[config.mk]
export PLATFORM = sky130hd
export DESIGN_NAME = md5_message_digest
export DESIGN_NICKNAME = d
export VERILOG_FILES = /design/src/rtl/core/md5_pkg.sv /design/src/rtl/core/md5_front.sv /design/src/rtl/core/md5_queue.sv /design/src/rtl/core/md5_back.sv /design/src/rtl/core/md5_message_digest.sv
export SDC_FILE = /design/constraint.sdc
export NUM_CORES = 2
export LEC_CHECK = 0
export BUFFER_PORTS_ARGS = -buffer_cell sky130_fd_sc_hd__buf_2
export CAP_MARGIN = 20
export CORE_ASPECT_RATIO = 1.75
export CORE_MARGIN = 5
export CORE_UTILIZATION = 50
export CTS_BUF_LIST = sky130_fd_sc_hd__clkbuf_8
export CTS_CLUSTER_DIAMETER = 200
export CTS_CLUSTER_SIZE = 14
export DETAILED_ROUTE_END_ITERATION = 16
export PLACE_DENSITY_LB_ADDON = 0.3
export SLEW_MARGIN = 20
export SYNTH_ARGS = -nofsm -noshare
export SYNTH_HDL_FRONTEND = slang
export SYNTH_MEMORY_MAX_BITS = 65536
export SYNTH_SLANG_ARGS = --single-unit
[constraint.sdc]
create_clock -name clock -period 9.2 [get_ports clock]
set_input_delay 1.84 -clock clock [delete_from_list [all_inputs] [get_ports clock]]
set_output_delay 1.84 -clock clock [all_outputs]
set_load 0.02 [all_outputs]
[src/rtl/core/md5_pkg.sv]
// ----------------------------------------------------------------------------
// MD5 package
// Shared types, constants and round tables of the MD5 digest engine.
// ----------------------------------------------------------------------------
package md5_pkg;

   typedef struct packed {
      logic       op;
      logic [7:0] data_byte;
   } req_type;

   typedef struct packed {
      logic [31:0] digest_word;
      logic [1:0]  word_index;
      logic        last_word;
   } rsp_type;

   // One message word on its way from the front end to the compression engine.
   typedef struct packed {
      logic [31:0] word;
      logic        last_blk;
   } qword_type;

   localparam logic OP_DATA   = 1'b0;
   localparam logic OP_FINISH = 1'b1;

   localparam int MD5_QUEUE_DEPTH = 4;

   localparam logic [31:0] MD5_IV_A = 32'h67452301;
   localparam logic [31:0] MD5_IV_B = 32'hefcdab89;
   localparam logic [31:0] MD5_IV_C = 32'h98badcfe;
   localparam logic [31:0] MD5_IV_D = 32'h10325476;

   localparam logic [7:0] MD5_PAD_BYTE = 8'h80;

   function automatic logic [31:0] md5_k(input logic [5:0] i);
      logic [31:0] k;
      case (i)
         6'd0:  k = 32'hd76aa478;  6'd1:  k = 32'he8c7b756;
         6'd2:  k = 32'h242070db;  6'd3:  k = 32'hc1bdceee;
         6'd4:  k = 32'hf57c0faf;  6'd5:  k = 32'h4787c62a;
         6'd6:  k = 32'ha8304613;  6'd7:  k = 32'hfd469501;
         6'd8:  k = 32'h698098d8;  6'd9:  k = 32'h8b44f7af;
         6'd10: k = 32'hffff5bb1;  6'd11: k = 32'h895cd7be;
         6'd12: k = 32'h6b901122;  6'd13: k = 32'hfd987193;
         6'd14: k = 32'ha679438e;  6'd15: k = 32'h49b40821;
         6'd16: k = 32'hf61e2562;  6'd17: k = 32'hc040b340;
         6'd18: k = 32'h265e5a51;  6'd19: k = 32'he9b6c7aa;
         6'd20: k = 32'hd62f105d;  6'd21: k = 32'h02441453;
         6'd22: k = 32'hd8a1e681;  6'd23: k = 32'he7d3fbc8;
         6'd24: k = 32'h21e1cde6;  6'd25: k = 32'hc33707d6;
         6'd26: k = 32'hf4d50d87;  6'd27: k = 32'h455a14ed;
         6'd28: k = 32'ha9e3e905;  6'd29: k = 32'hfcefa3f8;
         6'd30: k = 32'h676f02d9;  6'd31: k = 32'h8d2a4c8a;
         6'd32: k = 32'hfffa3942;  6'd33: k = 32'h8771f681;
         6'd34: k = 32'h6d9d6122;  6'd35: k = 32'hfde5380c;
         6'd36: k = 32'ha4beea44;  6'd37: k = 32'h4bdecfa9;
         6'd38: k = 32'hf6bb4b60;  6'd39: k = 32'hbebfbc70;
         6'd40: k = 32'h289b7ec6;  6'd41: k = 32'heaa127fa;
         6'd42: k = 32'hd4ef3085;  6'd43: k = 32'h04881d05;
         6'd44: k = 32'hd9d4d039;  6'd45: k = 32'he6db99e5;
         6'd46: k = 32'h1fa27cf8;  6'd47: k = 32'hc4ac5665;
         6'd48: k = 32'hf4292244;  6'd49: k = 32'h432aff97;
         6'd50: k = 32'hab9423a7;  6'd51: k = 32'hfc93a039;
         6'd52: k = 32'h655b59c3;  6'd53: k = 32'h8f0ccc92;
         6'd54: k = 32'hffeff47d;  6'd55: k = 32'h85845dd1;
         6'd56: k = 32'h6fa87e4f;  6'd57: k = 32'hfe2ce6e0;
         6'd58: k = 32'ha3014314;  6'd59: k = 32'h4e0811a1;
         6'd60: k = 32'hf7537e82;  6'd61: k = 32'hbd3af235;
         6'd62: k = 32'h2ad7d2bb;  6'd63: k = 32'heb86d391;
         default: k = 32'h0;
      endcase
      return k;
   endfunction

   function automatic logic [4:0] md5_rot(input logic [5:0] i);
      logic [4:0] s;
      case ({i[5:4], i[1:0]})
         4'd0:  s = 5'd7;   4'd1:  s = 5'd12;  4'd2:  s = 5'd17;  4'd3:  s = 5'd22;
         4'd4:  s = 5'd5;   4'd5:  s = 5'd9;   4'd6:  s = 5'd14;  4'd7:  s = 5'd20;
         4'd8:  s = 5'd4;   4'd9:  s = 5'd11;  4'd10: s = 5'd16;  4'd11: s = 5'd23;
         4'd12: s = 5'd6;   4'd13: s = 5'd10;  4'd14: s = 5'd15;  4'd15: s = 5'd21;
         default: s = 5'd0;
      endcase
      return s;
   endfunction

   // Message word used by each round; the schedule depends on the round group and on i modulo 16.
   function automatic logic [3:0] md5_msg_index(input logic [5:0] i);
      logic [3:0] l;
      logic [3:0] g;
      l = i[3:0];
      case (i[5:4])
         2'd0:    g = l;
         2'd1:    g = 4'(l * 4'd5 + 4'd1);
         2'd2:    g = 4'(l * 4'd3 + 4'd5);
         2'd3:    g = 4'(l * 4'd7);
         default: g = l;
      endcase
      return g;
   endfunction

   function automatic logic [31:0] md5_rotl(input logic [31:0] v, input logic [4:0] s);
      logic [63:0] t;
      t = {v, v} << s;
      return t[63:32];
   endfunction

endpackage

[src/rtl/core/md5_front.sv]
// ----------------------------------------------------------------------------
// MD5 front end
// Packs message bytes into little-endian words, keeps the byte count and
// generates the padding and length words when a message is finished.
// ----------------------------------------------------------------------------
module md5_front (
   input  logic                 clock,
   input  logic                 reset,
   input  logic                 req_push,
   output logic                 req_full,
   input  md5_pkg::req_type     req_data,
   output logic                 q_push,
   output md5_pkg::qword_type   q_word,
   input  logic                 q_full
);
   import md5_pkg::*;

   logic [63:0] total_ff, total_in;
   logic [31:0] part_ff, part_in;
   logic        pad_ff, pad_in;
   logic        first_ff, first_in;
   logic        extra_ff, extra_in;
   logic [3:0]  wpos_ff, wpos_in;

   logic        accept;
   logic [1:0]  lane;
   logic [31:0] pad_word;

   assign lane     = total_ff[1:0];
   assign req_full = pad_ff | q_full;
   assign accept   = req_push & ~req_full;

   // First padding word: message bytes below the current lane, then the marker.
   always_comb begin
      for (int j = 0; j < 4; j++) begin
         if (2'(j) < lane) begin
            pad_word[8*j +: 8] = part_ff[8*j +: 8];
         end else if (2'(j) == lane) begin
            pad_word[8*j +: 8] = MD5_PAD_BYTE;
         end else begin
            pad_word[8*j +: 8] = 8'h00;
         end
      end
   end

   always_comb begin
      total_in = total_ff;
      part_in  = part_ff;
      pad_in   = pad_ff;
      first_in = first_ff;
      extra_in = extra_ff;
      wpos_in  = wpos_ff;
      q_push   = 1'b0;
      q_word   = '{word: 32'h0, last_blk: 1'b0};

      if (accept) begin
         if (req_data.op == OP_DATA) begin
            part_in[8*lane +: 8] = req_data.data_byte;
            total_in = total_ff + 64'd1;
            if (lane == 2'd3) begin
               q_push = 1'b1;
               q_word = '{word: {req_data.data_byte, part_ff[23:0]}, last_blk: 1'b0};
            end
         end else begin
            pad_in   = 1'b1;
            first_in = 1'b1;
            wpos_in  = total_ff[5:2];
            // Fewer than eight bytes left: the length goes into an extra block.
            extra_in = (total_ff[5:3] == 3'b111);
         end
      end else if (pad_ff && !q_full) begin
         q_push   = 1'b1;
         first_in = 1'b0;
         wpos_in  = wpos_ff + 4'd1;
         if (first_ff) begin
            q_word.word = pad_word;
         end else if (!extra_ff && wpos_ff == 4'd14) begin
            q_word.word = {total_ff[28:0], 3'b000};
         end else if (!extra_ff && wpos_ff == 4'd15) begin
            q_word.word = total_ff[60:29];
         end
         if (wpos_ff == 4'd15) begin
            if (extra_ff) begin
               extra_in = 1'b0;
            end else begin
               q_word.last_blk = 1'b1;
               pad_in   = 1'b0;
               total_in = 64'h0;
            end
         end
      end
   end

   always_ff @(posedge clock) begin
      if (reset) begin
         total_ff <= 64'h0;
         pad_ff   <= 1'b0;
         first_ff <= 1'b0;
         extra_ff <= 1'b0;
         wpos_ff  <= 4'h0;
      end else begin
         total_ff <= total_in;
         pad_ff   <= pad_in;
         first_ff <= first_in;
         extra_ff <= extra_in;
         wpos_ff  <= wpos_in;
      end
      part_ff <= part_in;
   end

endmodule

[src/rtl/core/md5_queue.sv]
// ----------------------------------------------------------------------------
// MD5 word queue
// Short first-in first-out buffer of message words between the front end
// and the compression engine.
// ----------------------------------------------------------------------------
module md5_queue #(
   parameter int Depth = md5_pkg::MD5_QUEUE_DEPTH
) (
   input  logic                 clock,
   input  logic                 reset,
   input  logic                 push,
   input  md5_pkg::qword_type   push_data,
   output logic                 full,
   input  logic                 pop,
   output md5_pkg::qword_type   pop_data,
   output logic                 empty
);
   import md5_pkg::*;

   localparam int IdxW = (Depth > 1) ? $clog2(Depth) : 1;
   localparam int CntW = $clog2(Depth + 1);

   qword_type        slot_ff [Depth];
   logic [IdxW-1:0]  wr_ff, wr_in;
   logic [IdxW-1:0]  rd_ff, rd_in;
   logic [CntW-1:0]  count_ff, count_in;
   logic             do_push, do_pop;

   assign full     = (count_ff == CntW'(Depth));
   assign empty    = (count_ff == '0);
   assign do_push  = push & ~full;
   assign do_pop   = pop & ~empty;
   assign pop_data = slot_ff[rd_ff];

   always_comb begin
      wr_in    = wr_ff;
      rd_in    = rd_ff;
      count_in = count_ff;
      if (do_push) begin
         wr_in = (wr_ff == IdxW'(Depth - 1)) ? '0 : wr_ff + IdxW'(1);
      end
      if (do_pop) begin
         rd_in = (rd_ff == IdxW'(Depth - 1)) ? '0 : rd_ff + IdxW'(1);
      end
      if (do_push && !do_pop) begin
         count_in = count_ff + CntW'(1);
      end else if (do_pop && !do_push) begin
         count_in = count_ff - CntW'(1);
      end
   end

   always_ff @(posedge clock) begin
      if (reset) begin
         wr_ff    <= '0;
         rd_ff    <= '0;
         count_ff <= '0;
      end else begin
         wr_ff    <= wr_in;
         rd_ff    <= rd_in;
         count_ff <= count_in;
      end
      if (do_push) begin
         slot_ff[wr_ff] <= push_data;
      end
   end

   a_count_range: assert property (@(posedge clock) disable iff (reset)
      count_ff <= CntW'(Depth))
      else $error("word queue count out of range");

   a_no_overflow: assert property (@(posedge clock) disable iff (reset)
      !(push && full))
      else $error("word pushed into a full queue");

   a_no_underflow: assert property (@(posedge clock) disable iff (reset)
      !(pop && empty))
      else $error("word popped from an empty queue");

endmodule

[src/rtl/core/md5_back.sv]
// ----------------------------------------------------------------------------
// MD5 compression engine
// Collects sixteen words into the block buffer, runs the 64 rounds one per
// cycle, updates the chaining words and hands out the digest.
// ----------------------------------------------------------------------------
module md5_back (
   input  logic                 clock,
   input  logic                 reset,
   input  logic                 q_empty,
   output logic                 q_pop,
   input  md5_pkg::qword_type   q_data,
   output logic                 rsp_empty,
   input  logic                 rsp_pop,
   output md5_pkg::rsp_type     rsp_data
);
   import md5_pkg::*;

   localparam logic [2:0] ST_LOAD  = 3'd0;
   localparam logic [2:0] ST_PREP  = 3'd1;
   localparam logic [2:0] ST_ROUND = 3'd2;
   localparam logic [2:0] ST_ADD   = 3'd3;
   localparam logic [2:0] ST_EMIT  = 3'd4;

   logic [2:0]  state_ff, state_in;
   logic [3:0]  wcnt_ff, wcnt_in;
   logic [5:0]  rnd_ff, rnd_in;
   logic        last_blk_ff, last_blk_in;
   logic [1:0]  emit_ff, emit_in;
   logic        out_valid_ff, out_valid_in;
   rsp_type     out_ff, out_in;
   logic [31:0] chain_ff [4];
   logic [31:0] chain_in [4];
   logic [31:0] a_ff, b_ff, c_ff, d_ff;
   logic [31:0] a_in, b_in, c_in, d_in;
   logic [31:0] km_ff, km_in;
   logic [31:0] blk_ff [16];

   logic [5:0]  rd_rnd;
   logic [31:0] rd_word;
   logic [31:0] f;
   logic [31:0] b_new;
   logic        out_load;

   // The message word and constant for the next round are summed into a register ahead of it.
   assign rd_rnd  = (state_ff == ST_PREP) ? 6'd0 : rnd_ff + 6'd1;
   assign rd_word = blk_ff[md5_msg_index(rd_rnd)];

   always_comb begin
      case (rnd_ff[5:4])
         2'd0:    f = d_ff ^ (b_ff & (c_ff ^ d_ff));
         2'd1:    f = c_ff ^ (d_ff & (b_ff ^ c_ff));
         2'd2:    f = b_ff ^ c_ff ^ d_ff;
         2'd3:    f = c_ff ^ (b_ff | ~d_ff);
         default: f = 32'h0;
      endcase
   end

   assign b_new = b_ff + md5_rotl(a_ff + f + km_ff, md5_rot(rnd_ff));

   assign out_load  = (state_ff == ST_EMIT) && (!out_valid_ff || rsp_pop);
   assign rsp_empty = ~out_valid_ff;
   assign rsp_data  = out_ff;

   always_comb begin
      state_in    = state_ff;
      wcnt_in     = wcnt_ff;
      rnd_in      = rnd_ff;
      last_blk_in = last_blk_ff;
      emit_in     = emit_ff;
      out_in      = out_ff;
      chain_in    = chain_ff;
      a_in        = a_ff;
      b_in        = b_ff;
      c_in        = c_ff;
      d_in        = d_ff;
      km_in       = km_ff;
      q_pop       = 1'b0;

      out_valid_in = out_valid_ff;
      if (rsp_pop && out_valid_ff) begin
         out_valid_in = 1'b0;
      end

      case (state_ff)
         ST_LOAD: begin
            q_pop = ~q_empty;
            if (!q_empty) begin
               wcnt_in = wcnt_ff + 4'd1;
               if (wcnt_ff == 4'd15) begin
                  last_blk_in = q_data.last_blk;
                  state_in    = ST_PREP;
               end
            end
         end
         ST_PREP: begin
            a_in     = chain_ff[0];
            b_in     = chain_ff[1];
            c_in     = chain_ff[2];
            d_in     = chain_ff[3];
            km_in    = md5_k(rd_rnd) + rd_word;
            rnd_in   = 6'd0;
            state_in = ST_ROUND;
         end
         ST_ROUND: begin
            a_in   = d_ff;
            b_in   = b_new;
            c_in   = b_ff;
            d_in   = c_ff;
            km_in  = md5_k(rd_rnd) + rd_word;
            rnd_in = rnd_ff + 6'd1;
            if (rnd_ff == 6'd63) begin
               state_in = ST_ADD;
            end
         end
         ST_ADD: begin
            chain_in[0] = chain_ff[0] + a_ff;
            chain_in[1] = chain_ff[1] + b_ff;
            chain_in[2] = chain_ff[2] + c_ff;
            chain_in[3] = chain_ff[3] + d_ff;
            emit_in     = 2'd0;
            state_in    = last_blk_ff ? ST_EMIT : ST_LOAD;
         end
         ST_EMIT: begin
            if (out_load) begin
               out_in       = '{digest_word: chain_ff[emit_ff], word_index: emit_ff,
                                last_word: (emit_ff == 2'd3)};
               out_valid_in = 1'b1;
               emit_in      = emit_ff + 2'd1;
               if (emit_ff == 2'd3) begin
                  chain_in[0] = MD5_IV_A;
                  chain_in[1] = MD5_IV_B;
                  chain_in[2] = MD5_IV_C;
                  chain_in[3] = MD5_IV_D;
                  state_in    = ST_LOAD;
               end
            end
         end
         default: begin
            state_in = ST_LOAD;
         end
      endcase
   end

   always_ff @(posedge clock) begin
      if (reset) begin
         state_ff     <= ST_LOAD;
         wcnt_ff      <= 4'h0;
         rnd_ff       <= 6'h0;
         last_blk_ff  <= 1'b0;
         emit_ff      <= 2'h0;
         out_valid_ff <= 1'b0;
         chain_ff[0]  <= MD5_IV_A;
         chain_ff[1]  <= MD5_IV_B;
         chain_ff[2]  <= MD5_IV_C;
         chain_ff[3]  <= MD5_IV_D;
      end else begin
         state_ff     <= state_in;
         wcnt_ff      <= wcnt_in;
         rnd_ff       <= rnd_in;
         last_blk_ff  <= last_blk_in;
         emit_ff      <= emit_in;
         out_valid_ff <= out_valid_in;
         chain_ff     <= chain_in;
      end
      out_ff <= out_in;
      a_ff   <= a_in;
      b_ff   <= b_in;
      c_ff   <= c_in;
      d_ff   <= d_in;
      km_ff  <= km_in;
      if (state_ff == ST_LOAD && !q_empty) begin
         blk_ff[wcnt_ff] <= q_data.word;
      end
   end

   a_round_idle: assert property (@(posedge clock) disable iff (reset)
      (state_ff != ST_ROUND) |-> (rnd_ff == 6'd0))
      else $error("round counter left running outside the round state");

   a_iv_restored: assert property (@(posedge clock) disable iff (reset)
      (out_load && emit_ff == 2'd3) |=>
         (state_ff == ST_LOAD && chain_ff[0] == MD5_IV_A && chain_ff[3] == MD5_IV_D))
      else $error("chaining words not restored after the digest");

   // An earlier digest beat may still be waiting here; only a new one is wrong.
   a_mid_block: assert property (@(posedge clock) disable iff (reset)
      (state_ff == ST_ADD && !last_blk_ff) |=> (state_ff == ST_LOAD && !$rose(out_valid_ff)))
      else $error("digest produced for an inner block");

endmodule

[src/rtl/core/md5_message_digest.sv]
// ----------------------------------------------------------------------------
// MD5 message digest
// Byte-serial MD5 engine: a front end packs bytes and pads the message, a
// word queue decouples it from the round engine, which emits the digest.
// ----------------------------------------------------------------------------
// Usage: push one item per beat on the req_ channel while req_full is low.
// A data item carries one message byte; a finish item closes the message.
// The digest then appears on the rsp_ channel as four beats, word A first,
// last_word set on word D, and the engine is ready for the next message.
// Bytes are taken at one per cycle until the word queue fills, but not while
// padding is under way. Once its last word is loaded, a block holds the round
// engine through a prepare step, the 64 rounds and a step that adds the
// chaining words; the four-word queue holds only 16 bytes meanwhile, so on long
// messages the front end stalls. After a finish the front end emits padding
// words at one per cycle while the queue has room; when the length spills
// over, an extra block of padding is compressed before the digest appears.
// While rsp_pop stays low the digest is held in the output register and the
// engine waits; the front end keeps taking bytes until the queue is full.
// Reset, synchronous and active high, empties the queue, clears the byte
// count and loads the initial vector; no clearing pass is needed.
// ----------------------------------------------------------------------------
module md5_message_digest #(
   parameter int QueueDepth = md5_pkg::MD5_QUEUE_DEPTH
) (
   input  logic               clock,
   input  logic               reset,
   input  logic               req_push,
   output logic               req_full,
   input  md5_pkg::req_type   req_data,
   output logic               rsp_empty,
   input  logic               rsp_pop,
   output md5_pkg::rsp_type   rsp_data
);
   import md5_pkg::*;

   logic      fq_push, fq_full, bq_pop, bq_empty;
   qword_type fq_word, bq_word;

   md5_front u_front (
      .clock    (clock),
      .reset    (reset),
      .req_push (req_push),
      .req_full (req_full),
      .req_data (req_data),
      .q_push   (fq_push),
      .q_word   (fq_word),
      .q_full   (fq_full)
   );

   md5_queue #(
      .Depth (QueueDepth)
   ) u_queue (
      .clock     (clock),
      .reset     (reset),
      .push      (fq_push),
      .push_data (fq_word),
      .full      (fq_full),
      .pop       (bq_pop),
      .pop_data  (bq_word),
      .empty     (bq_empty)
   );

   md5_back u_back (
      .clock     (clock),
      .reset     (reset),
      .q_empty   (bq_empty),
      .q_pop     (bq_pop),
      .q_data    (bq_word),
      .rsp_empty (rsp_empty),
      .rsp_pop   (rsp_pop),
      .rsp_data  (rsp_data)
   );

endmodule

==> qor.yml <==
cp.required_ps: 9800
clockBufferDepth: 3
antenna_left: 0
path_clk_slew_ps: 150
async_flop_share: 0
grt_setup_unrepaired: "no"
wl_per_cell_um: 25.4
grt_max_degree: 131
yosysWarnings: 0
setup_slack_ps: 427
fin_nets: 6518
root_buffer: "clkbuf_8"
cts_tree: "yes"
grt_pass1_vias: 49200
grt_antenna_before_repair: 8
peakVddDrop_mv: 0.162
leakage_nw: 25.2
ioPinCount: 50
yosysUniqueCellTypes: 89
numClockSinks: 1090
viasPerCell: 6.23
finalSetupTns_ps: 0
setup_violations: 0
dpl.hpwl_mm: 144
track_usage: 0.293
netlist_instances: 6180
maxSlewHeadroom: 0.255
endpoint_kind: "flop"
syn_nets: 6514
routed_wl_mm: 200
syn_area_per_cell_um2: 10.1
path_class: "reg -> reg"
clkLatencyLatePin_ps: 890
dp_slack_ps: 450
hp-class: "reg -> reg"
crit_fanout: 34
holdWs_ps: 483
critPathMostFrequentCell: "a21oi_1"
cts_hold_buf: 0
worst_slew_pin_slew_ps: 1110
syn_area_mm2: 0.0623
core_mm2: 0.124
drc: 0
cap_violations: 0
gp_congestion: 1.05
crit_arrival_ps: 9370
period_minus_slack_ps: 8770
synth_seq_cells: 1090
die_w_um: 277
synthToLayoutAreaGrowth_pct: 7.12
status: "finished, final reports clean"
finalHoldViolations: 0
initial_core_util: 0.503
place.port_buffers: 49
maxSlewViolCount: 0
drtPass1Iterations: 7
fin_skew_ps: 76.1
die_height_um: 477
grt_pass1_wl_mm: 297
drive_above_1_share: 0.0835
synth-edff-count: 863
cpMaxStageDelayCell: "dfxtp_4"
worst_setup_path_start_kind: "flop"
finish.utilization: 0.538
cts_max_level: 3
grt_overflow_total: 0
synth_ff_type: "edfxtp_1"
vias: 49200
rows: 171
slowest_delay_ps: 660
finalCritPeriodShare: 0.954
max_freq_mhz: 114
power_density_mw_per_mm2: 148
numCtsBuffers: 87
die-area_mm2: 0.132
seq_area_frac_synth: 0.489
drtIter0Drc: 4206
-- per-stage QoR --
| stage | total power, mW | instances | instance area, um^2 |
|---|---|---|---|
| after global routing | 10.3 | 7895 | 66700 |
| final | 9.87 | 7895 | 66700 |
| after floorplan | 6.92 | 6180 | 62300 |
| after global placement | 7.39 | 7738 | 65100 |
| after CTS | 9.93 | 7892 | 66700 |
| after detailed placement | 7.43 | 7738 | 65100 |
-- power breakdown --
part,internal (mW),switching [mW]
logic,0.444,0.932
registers,5.87,0.0687
clock network,0.912,1.64
total,7.23,2.64
-- area by class of cell --
type | count | area [um^2]
Multi-Input combinational cell | 4497 | 29800
Timing Repair Buffer | 256 | 1910
Inverter | 252 | 951
Sequential cell | 1090 | 30500
Antenna cell | 3 | 7.51
Clock inverter | 65 | 288
Tap cell | 1643 | 2060
Clock buffer | 89 | 1220
Fill cell | 10800 | 57200
-- cells in the final DEF (no fill, tap or decap), types with 90 or more instances in the layout --
master,count
a211oi_1,129
a21o_1,98
a21oi_1,418
a31oi_1,123
and2_1,110
buf_4,199
dfxtp_1,222
edfxtp_1,863
ha_1,277
inv_1,308
mux2i_1,90
nand2_1,1085
nand3_1,124
nor2_1,417
o21ai_0,287
xnor2_1,141
xor2_1,141
-- layer usage --
metal,part of all wire,GRT usage,vias to the layer above
met5,0.00024,0,-
met4,0.10,0.243,8
met3,0.052,0.0407,824
met2,0.52,0.535,2011
met1,0.33,0.292,23800
li1,-,-,22600
-- cells by family (layout without fill, tap and decap cells) --
| group | Yosys count | after routing | share of synthesized area |
|---|---|---|---|
| simple gates | 2063 | 2063 | 0.144 |
| fa+ha+maj | 352 | 352 | 0.0748 |
| xor+xnor | 282 | 282 | 0.0397 |
| flops | 1090 | 1090 | 0.489 |
| buf+inv | 593 | 662 | 0.0365 |
| other cells | 0 | 3 | 0 |
| compound gates | 1608 | 1608 | 0.167 |
| mux | 192 | 192 | 0.0485 |
-- registers in the layout, indices dropped and copies added, names as in the netlist, 4 cells and up, named ones only --
name              flops
u_back.wcnt_ff        4
u_back.blk_ff       512
u_back.km_ff         32
u_back.rnd_ff         6
u_back.c_ff          32
u_front.part_ff      24
u_front.total_ff     61
u_queue.slot_ff     132
u_back.b_ff          32
u_front.wpos_ff       4
u_back.d_ff          32
u_back.a_ff          32
u_back.rsp_data      35
u_back.chain_ff     128
-- final timing paths --
| kind | from | to | slack, ps | depth (start not counted) |
|---|---|---|---|---|
| worst min register to register | u_front.extra_ff | u_front.extra_ff | 480 | 2 |
| worst max register to register | u_back.rnd_ff[4] | u_back.b_ff[26] | 430 | 32 |
| worst max-delay path | u_back.rnd_ff[4] | u_back.b_ff[26] | 430 | 32 |
| worst min-delay path | u_front.extra_ff | u_front.extra_ff | 480 | 2 |
-- worst max-delay path, delay by kind of cell, from the launching register on --
kind                     cells  cell delay, ps
multiplexers                 5            1770
AO/OA/AOI/OAI               13            2910
AND/OR/NAND/NOR              5             730
buffers and inverters        3             480
adder cells (fa/ha/maj)      3            1320
XOR/XNOR                     3             560
flip-flops                   1             660
-- what timing repair did --
action                                  in CTS  in global routing
endpoints found under the setup margin       0                  1
setup buffers                                0                  0
gates resized for setup                      0                  2
-- cells in the mapped netlist, drive strengths merged (35+ instances only) --
library cell | instances | area (um^2)
mux4 | 86 | 1940
xor2 | 141 | 1230
buf | 79 | 345
nor3 | 72 | 360
a311oi | 72 | 637
dfxtp | 227 | 4540
a31oi | 124 | 782
o22ai | 67 | 419
edfxtp | 863 | 25900
o21a | 35 | 263
xnor2 | 141 | 1230
a211oi | 132 | 996
clkbuf | 262 | 983
nand2b | 39 | 244
inv | 251 | 942
and2 | 115 | 719
nor2 | 432 | 1620
a21oi | 418 | 2090
a21o | 98 | 736
ha | 277 | 3470
or3 | 44 | 275
nand3 | 124 | 621
fa | 44 | 881
and3 | 35 | 219
mux2i | 90 | 901
a22oi | 72 | 541
o21ai | 305 | 1530
o221ai | 42 | 368
nand2 | 1087 | 4080
Power figures use the tool's default switching activity.
